File: src/rtl/bdq_pkg.sv
// Package for the bounded double-ended queue: sizes, request and status codes,
// and the command bundle passed from the controller to the datapath.
// Depends on nothing; bdq_ctrl, bdq_datapath, the top level and the testbench import it.
`timescale 1ns / 1ps

package bdq_pkg;

   // Queue depth. The ring wraps by truncating the index, so it is a power of two.
   localparam int DEPTH     = 64;
   localparam int WORD_BITS = 32;
   localparam int IDX_BITS  = $clog2(DEPTH);
   localparam int CNT_BITS  = $clog2(DEPTH + 1);

   localparam logic [1:0] REQ_PUSH_BACK  = 2'd0;
   localparam logic [1:0] REQ_POP_BACK   = 2'd1;
   localparam logic [1:0] REQ_PUSH_FRONT = 2'd2;
   localparam logic [1:0] REQ_POP_FRONT  = 2'd3;

   localparam logic [1:0] STATUS_DONE      = 2'd0;
   localparam logic [1:0] STATUS_FULL      = 2'd1;
   localparam logic [1:0] STATUS_EMPTY_POP = 2'd2;

   typedef struct packed {
      logic accept;   // capture the request on this edge
      logic access;   // perform the ring access and pointer update
      logic finish;   // load the result registers
   } bdq_cmd_type;

endpackage

File: src/rtl/bdq_ram.sv
// Generic single-port RAM with a registered read port.
// Depends on nothing.
`timescale 1ns / 1ps

module bdq_ram #(
   parameter int WIDTH = 32,
   parameter int DEPTH = 64
) (
   input  logic                     clock,
   input  logic                     wr_en,
   input  logic                     rd_en,
   input  logic [$clog2(DEPTH)-1:0] addr,
   input  logic [WIDTH-1:0]         wdata,
   output logic [WIDTH-1:0]         rdata
);

   logic [WIDTH-1:0] mem [DEPTH];
   logic [WIDTH-1:0] rdata_ff;

   always_ff @(posedge clock) begin
      if (wr_en) begin
         mem[addr] <= wdata;
      end
      if (rd_en) begin
         rdata_ff <= mem[addr];
      end
   end

   assign rdata = rdata_ff;

endmodule

File: src/rtl/bdq_ctrl.sv
// Controller state machine of the queue: sequences capture, ring access and result.
// Depends on bdq_pkg.
`timescale 1ns / 1ps

module bdq_ctrl import bdq_pkg::*; (
   input  logic        clock,
   input  logic        reset,
   input  logic        start,
   output logic        busy,
   output bdq_cmd_type cmd
);

   typedef enum logic [1:0] {
      ST_IDLE,
      ST_ACCESS,
      ST_FINISH
   } state_type;

   state_type state_ff;
   logic      busy_ff;
   logic      access_ff;
   logic      finish_ff;
   logic      accept;

   assign accept = start && !busy_ff;

   always_ff @(posedge clock) begin
      if (reset) begin
         state_ff  <= ST_IDLE;
         busy_ff   <= 1'b0;
         access_ff <= 1'b0;
         finish_ff <= 1'b0;
      end else begin
         case (state_ff)
            ST_IDLE: begin
               if (accept) begin
                  state_ff  <= ST_ACCESS;
                  busy_ff   <= 1'b1;
                  access_ff <= 1'b1;
               end
            end
            ST_ACCESS: begin
               state_ff  <= ST_FINISH;
               access_ff <= 1'b0;
               finish_ff <= 1'b1;
            end
            ST_FINISH: begin
               state_ff  <= ST_IDLE;
               finish_ff <= 1'b0;
               busy_ff   <= 1'b0;
            end
            default: begin
               state_ff  <= ST_IDLE;
               busy_ff   <= 1'b0;
               access_ff <= 1'b0;
               finish_ff <= 1'b0;
            end
         endcase
      end
   end

   assign busy       = busy_ff;
   assign cmd.accept = accept;
   assign cmd.access = access_ff;
   assign cmd.finish = finish_ff;

endmodule

File: src/rtl/bdq_datapath.sv
// Datapath of the queue: request registers, ring pointers, word store and result registers.
// Depends on bdq_pkg and bdq_ram.
`timescale 1ns / 1ps

module bdq_datapath import bdq_pkg::*; (
   input  logic                clock,
   input  logic                reset,
   input  bdq_cmd_type         cmd,
   input  logic [1:0]          req_type,
   input  logic [WORD_BITS-1:0] req_item_value,
   output logic                rsp_valid,
   output logic [1:0]          rsp_status,
   output logic [WORD_BITS-1:0] rsp_popped_value,
   output logic [CNT_BITS-1:0] rsp_fill_count,
   output logic                rsp_is_empty,
   output logic                rsp_is_full
);

   logic [1:0]           type_ff;
   logic [WORD_BITS-1:0] value_ff;
   logic [IDX_BITS-1:0]  front_ff, front_in;
   logic [CNT_BITS-1:0]  count_ff, count_in;
   logic [1:0]           status_ff, status_in;
   logic                 popped_ff, popped_in;
   logic                 valid_ff;
   logic [1:0]           out_status_ff;
   logic [WORD_BITS-1:0] out_value_ff;
   logic [CNT_BITS-1:0]  out_count_ff;
   logic                 out_empty_ff;
   logic                 out_full_ff;

   logic                 is_push, is_full, is_empty, ok;
   logic [IDX_BITS-1:0]  count_idx, addr;
   logic                 wr_en, rd_en;
   logic [WORD_BITS-1:0] rdata;

   assign is_push   = (type_ff == REQ_PUSH_BACK) || (type_ff == REQ_PUSH_FRONT);
   assign is_full   = (count_ff == CNT_BITS'(DEPTH));
   assign is_empty  = (count_ff == '0);
   assign ok        = is_push ? !is_full : !is_empty;
   assign count_idx = count_ff[IDX_BITS-1:0];

   always_comb begin
      addr      = front_ff;
      front_in  = front_ff;
      count_in  = count_ff;
      status_in = STATUS_DONE;
      popped_in = 1'b0;
      case (type_ff)
         REQ_PUSH_BACK: begin
            addr = front_ff + count_idx;
            if (ok) begin
               count_in = count_ff + 1'b1;
            end else begin
               status_in = STATUS_FULL;
            end
         end
         REQ_PUSH_FRONT: begin
            addr = front_ff - 1'b1;
            if (ok) begin
               front_in = front_ff - 1'b1;
               count_in = count_ff + 1'b1;
            end else begin
               status_in = STATUS_FULL;
            end
         end
         REQ_POP_BACK: begin
            addr = front_ff + count_idx - 1'b1;
            if (ok) begin
               count_in  = count_ff - 1'b1;
               popped_in = 1'b1;
            end else begin
               status_in = STATUS_EMPTY_POP;
            end
         end
         REQ_POP_FRONT: begin
            addr = front_ff;
            if (ok) begin
               front_in  = front_ff + 1'b1;
               count_in  = count_ff - 1'b1;
               popped_in = 1'b1;
            end else begin
               status_in = STATUS_EMPTY_POP;
            end
         end
         default: begin
            addr = front_ff;
         end
      endcase
   end

   assign wr_en = cmd.access && is_push && ok;
   assign rd_en = cmd.access && !is_push;

   bdq_ram #(
      .WIDTH (WORD_BITS),
      .DEPTH (DEPTH)
   ) u_store (
      .clock (clock),
      .wr_en (wr_en),
      .rd_en (rd_en),
      .addr  (addr),
      .wdata (value_ff),
      .rdata (rdata)
   );

   always_ff @(posedge clock) begin
      if (reset) begin
         front_ff <= '0;
         count_ff <= '0;
         valid_ff <= 1'b0;
      end else begin
         valid_ff <= cmd.finish;
         if (cmd.access) begin
            front_ff <= front_in;
            count_ff <= count_in;
         end
      end
   end

   always_ff @(posedge clock) begin
      if (cmd.accept) begin
         type_ff  <= req_type;
         value_ff <= req_item_value;
      end
      if (cmd.access) begin
         status_ff <= status_in;
         popped_ff <= popped_in;
      end
      if (cmd.finish) begin
         out_status_ff <= status_ff;
         out_value_ff  <= popped_ff ? rdata : '0;
         out_count_ff  <= count_ff;
         out_empty_ff  <= is_empty;
         out_full_ff   <= is_full;
      end
   end

   assign rsp_valid        = valid_ff;
   assign rsp_status       = out_status_ff;
   assign rsp_popped_value = out_value_ff;
   assign rsp_fill_count   = out_count_ff;
   assign rsp_is_empty     = out_empty_ff;
   assign rsp_is_full      = out_full_ff;

endmodule

File: src/rtl/bounded_double_ended_queue_core.sv
// Top level of the bounded double-ended queue of words, kept as a ring in a RAM.
// Depends on bdq_pkg, bdq_ctrl, bdq_datapath and bdq_ram.
`timescale 1ns / 1ps

// A request is taken at a rising edge where start is high and busy is low. It
// pushes a word at the back or front, or pops one from the back or front, and
// always yields exactly one result: rsp_valid is high for a single cycle, and
// the receiver cannot stall it, so the result must be captured in that cycle.
// A request is handled in order: it is captured, the single access to the word
// store RAM is made (write on a push, read on a pop), and the RAM's registered
// read data is loaded into the result registers. The result appears in the
// same cycle as busy falls, so a new request may be issued while the previous
// result is on the ports. A push into a full queue returns the full status and
// leaves the queue unchanged; a pop from an empty queue returns the empty status
// and a zero word. No clearing pass follows reset: the store is read at an
// entry no push wrote only on a pop from an empty queue, whose word is dropped.

module bounded_double_ended_queue_core import bdq_pkg::*; (
   input  logic                 clock,
   input  logic                 reset,
   input  logic                 start,
   output logic                 busy,
   input  logic [1:0]           req_type,
   input  logic [WORD_BITS-1:0] req_item_value,
   output logic                 rsp_valid,
   output logic [1:0]           rsp_status,
   output logic [WORD_BITS-1:0] rsp_popped_value,
   output logic [CNT_BITS-1:0]  rsp_fill_count,
   output logic                 rsp_is_empty,
   output logic                 rsp_is_full
);

   // Command bundle from the sequencer to the datapath.
   bdq_cmd_type cmd;

   // The controller owns the handshake and steps each request through its phases.
   bdq_ctrl u_ctrl (
      .clock (clock),
      .reset (reset),
      .start (start),
      .busy  (busy),
      .cmd   (cmd)
   );

   // The datapath holds the ring pointers, the word store and the result registers.
   bdq_datapath u_datapath (
      .clock            (clock),
      .reset            (reset),
      .cmd              (cmd),
      .req_type         (req_type),
      .req_item_value   (req_item_value),
      .rsp_valid        (rsp_valid),
      .rsp_status       (rsp_status),
      .rsp_popped_value (rsp_popped_value),
      .rsp_fill_count   (rsp_fill_count),
      .rsp_is_empty     (rsp_is_empty),
      .rsp_is_full      (rsp_is_full)
   );

endmodule

File: config.mk
export PLATFORM = sky130hd
export DESIGN_NAME = bounded_double_ended_queue_core
export DESIGN_NICKNAME = d
export VERILOG_FILES = /design/src/rtl/bdq_pkg.sv /design/src/rtl/bdq_ram.sv /design/src/rtl/bdq_ctrl.sv /design/src/rtl/bdq_datapath.sv /design/src/rtl/bounded_double_ended_queue_core.sv
export SDC_FILE = /design/constraint.sdc
export NUM_CORES = 2
export LEC_CHECK = 0
export BUFFER_PORTS_ARGS = -buffer_cell sky130_fd_sc_hd__buf_2
export CELL_PAD_IN_SITES_DETAIL_PLACEMENT = 1
export CELL_PAD_IN_SITES_GLOBAL_PLACEMENT = 1
export CORE_MARGIN = 3
export CORE_UTILIZATION = 30
export CTS_CLUSTER_DIAMETER = 150
export DETAILED_ROUTE_END_ITERATION = 16
export GPL_ROUTABILITY_DRIVEN = 1
export PLACE_DENSITY_LB_ADDON = 0.1
export SETUP_SLACK_MARGIN = 0.1
export SKIP_CTS_REPAIR_TIMING = 1
export SYNTH_ARGS = -nofsm -noshare
export SYNTH_HDL_FRONTEND = slang
export SYNTH_HIERARCHICAL = 1
export SYNTH_SLANG_ARGS = --single-unit
File: constraint.sdc
create_clock -name clock -period 11.6 [get_ports clock]
set_clock_uncertainty 0.05 [all_clocks]
set_input_delay 1.74 -clock clock [delete_from_list [all_inputs] [get_ports clock]]
set_output_delay 1.74 -clock clock [all_outputs]
set_load 0.01 [all_outputs]
==> out/qor.yml <==
status: "completed"
maxCapViolations: 0
timing.critical_path.mode_cell: "buf_4"
crit_chain: "mux2i_1 > xnor2_2 > buf_4 > buf_4 > buf_4 > and3b_1 > buf_4 > a22oi_1 > a31oi_1 > a2111oi_0 > buf_4 > nand3_1"
min_period_ps: 6664
synthCells: 4552
hold_depth: 0
finish.instance_area_sq_um: 96900
reg2reg_slack_ps: 4940
coreArea_sq_um: 276700
synth_edf_count: 2160
p_leak_nw: 30.76
ys_ff_latch: 2179
crit_buf_inv: 5
ant_nets: 0
start_util_pct: 30.16
cp_slowest_stage_delay_ps: 1160
hp-class: "flop to flop"
detail_route.first_pass.iterations: 6
rows: 193
antenna_found_initial: 41
clk_latency_ps: 890
synthFlopType: "edfxtp_1"
synthArstFlopShare_pct: 0
area_growth_pct: 16.08
routed_wl_microns: 277100
viasPerCell: 5.229
cp_max_fo: 56
wl_per_cell_microns: 31.97
pwr_density_cell_nw_per_um2: 206.3
finalPower_mw: 19.99
syn_area_per_cell_sq_um: 18.34
crit_path_start_kind: "flop"
crit_family: "buffers and inverters"
yosysWarnings: 6
grt_max_degree: 96
cts_root_buf: "clkbuf_16"
port_buffers: 81
maxSlewHeadroom_pct: 9.111
htreeDepth: 4
grt_usage_pct: 19.00
clockBufferDepth: 4
dieArea_sq_um: 284600
worst_setup_path_end_kind: "flop"
crit_slowest_cell: "a2111oi_0"
tightest_slew_ps: 1329
cp.required_ps: 12200
cts.sinks: 2179
crit_type: "flop to flop"
syn-num-nets: 4604
overflow: 0
drive_gt1_share_pct: 19.21
synth_cell_types: 74
fin_setup_tns_ps: 0
clk_pin_slew_ps: 60
drc: 0
vias: 45320
rr_endpoint: "u_datapath/u_store/rdata[28]$_DFFE_PP_"
grt_pass1_vias: 46630
boundaryPins: 82
ir_drop_mv: 0.1309
max_clock_freq_mhz: 150.1
dp_hpwl_microns: 159900
drt_iter0_drc: 4541
fin_crit_sh_pct: 57.45
report.final.slew_viol_count: 0
place_area_sq_um: 89250
hold_end: "u_datapath/rsp_status[0]$_DFFE_PP_"
gp_congestion: 0.7467
rsz0062_at_grt: "no"
cp.arrival_ps: 7260
worstHoldStart: "u_datapath/status_ff[0]$_SDFFCE_PN0P_"
final-setup-viol-count: 0
seq_area_frac_synth_pct: 78.16
syn-cell-area_sq_um: 83480
die_x_microns: 533.5
reg2reg_from: "u_datapath/type_ff[1]$_DFFE_PP_"
die_h_microns: 533.5
finalNetCount: 4797
cts_tree: "yes"
hold_violations: 0
r2r_cells: 12
numCtsBuffers: 245
grt_pass1_wl_microns: 385100
layout by cell type, fill, tap and decap left out, types with 93 or more instances in the layout:
master	Yosys	final
buf_4	11	173
mux4_2	97	97
a221oi_1	175	175
mux2i_1	264	263
nor2_1	171	102
a22oi_1	188	188
a21oi_1	136	134
mux2_2	147	147
o22ai_1	93	93
clkbuf_16	0	248
edfxtp_1	2160	2160
worst register-to-register path, stage by stage (launching register included):
cell and delay (ps):
edfxtp_1 870, mux2i_1 360, xnor2_2 140, buf_4 700, buf_4 840, buf_4 620
and3b_1 500, buf_4 370, a22oi_1 240, a31oi_1 240, a2111oi_0 1160, buf_4 280
nand3_1 80
per-stage QoR:
step                worst slack, ps  cells  utilization (%)  hold slack, ps
floorplan                      6378   4552                -           350.3
global placement               4924   8203            32.25           358.4
detailed placement             4888   8203            32.25           361.6
CTS                            4942   8655            35.01           362.0
global route                   4574   8657            35.01           365.1
finish                         4936   8667            35.02           352.1
area by class of cell:
type	instances	area [sq um]
antenna	12	30.03
clock buffer	305	6420
clock inverter	147	1204
fill	27440	179800
inverter	13	63.81
multi-input combinational	2046	17480
sequential	2179	65240
tap	3705	4636
timing repair buffer	260	1824
layer usage:
| layer | vias to the layer above | GRT usage (%) | part of all wire, % | wire length [microns] |
|---|---|---|---|---|
| li1 | 19270 | - | - | - |
| met1 | 24580 | 28.19 | 47 | 131200 |
| met2 | 1164 | 29.71 | 46 | 126800 |
| met4 | 6 | 3.626 | 1.8 | 5086 |
| met5 | - | 0 | 0.013 | 35 |
| met3 | 301 | 2.786 | 5.0 | 13940 |
kinds of logic (layout without fill, tap and decap cells):
kind of cell	Yosys count	count (layout)	synth area share, %
muxes	508	508	7.766
xor gates and xnor gates	19	19	0.1993
AOI/OAI and AO/OA	971	971	8.502
DFF	2179	2179	78.16
and+or+nand+nor	533	533	3.405
adders and majority gates	15	15	0.2428
buffers and inverters	327	725	1.728
other	0	12	0
state kept, by name (all words and copies together), names as in the netlist:
| signal | cells |
|---|---|
| u_ctrl/access_ff | 1 |
| u_ctrl/busy | 1 |
| u_datapath/rsp_status | 2 |
| u_datapath/rsp_is_empty | 1 |
| u_datapath/popped_ff | 1 |
| u_datapath/rsp_is_full | 1 |
| u_datapath/rsp_valid | 1 |
| u_ctrl/state_ff | 2 |
| u_datapath/rsp_popped_value | 32 |
| u_datapath/u_store/rdata | 32 |
| u_datapath/rsp_fill_count | 7 |
| u_datapath/u_store/mem | 2048 |
| u_datapath/front_ff | 6 |
| u_datapath/status_ff | 2 |
| u_ctrl/finish_ff | 1 |
| u_datapath/type_ff | 2 |
| u_datapath/count_ff | 7 |
| u_datapath/value_ff | 32 |
where the power goes:
| part | internal (mW) | total [mW] | leakage, nW | switching, mW |
|---|---|---|---|---|
| combinational | 1.15 | 3.65 | 7.40 | 2.50 |
| sequential | 8.78 | 8.84 | 19.6 | 0.0612 |
| clock | 4.28 | 7.50 | 3.75 | 3.21 |
| total | 14.2 | 20.0 | 30.8 | 5.78 |
worst max path at each step:
stage	start	end	slack, ps	depth (start not counted)
after floorplan	u_datapath/count_ff[0]$_SDFFE_PP0P_	u_datapath/u_store/mem[60][0]$_DFFE_PP_	6380	13
after global placement	u_datapath/type_ff[1]$_DFFE_PP_	u_datapath/u_store/rdata[28]$_DFFE_PP_	4920	12
after detailed placement	u_datapath/type_ff[1]$_DFFE_PP_	u_datapath/u_store/rdata[28]$_DFFE_PP_	4890	12
after CTS	u_datapath/type_ff[1]$_DFFE_PP_	u_datapath/u_store/rdata[28]$_DFFE_PP_	4940	12
after global routing	u_datapath/type_ff[1]$_DFFE_PP_	u_datapath/u_store/rdata[28]$_DFFE_PP_	4570	12
final	u_datapath/type_ff[1]$_DFFE_PP_	u_datapath/u_store/rdata[28]$_DFFE_PP_	4940	12
Yosys cell counts (16+ instances only):
library cell  count  area share (%)
a211oi_1         18            0.16
a21oi_1         136            0.82
a221oi_1        175             1.8
a222oi_1         16            0.19
a22o_1           66            0.69
a22oi_1         188             1.7
a31oi_1          44            0.33
and2_1           40            0.30
and3_1           85            0.64
buf_1            34            0.15
buf_2            85            0.51
clkbuf_1        178            0.80
dfxtp_1          19            0.46
edfxtp_1       2160              78
mux2_2          147             2.0
mux2i_1         264             3.2
mux4_2           97             2.6
nand2_1          38            0.17
nand2b_1         20            0.15
nand3_1          60            0.36
nor2_1          171            0.77
nor3_1           27            0.16
o21ai_0          89            0.53
o22a_1           70            0.73
o22ai_1          93            0.70
Power figures use the tool's default switching activity.
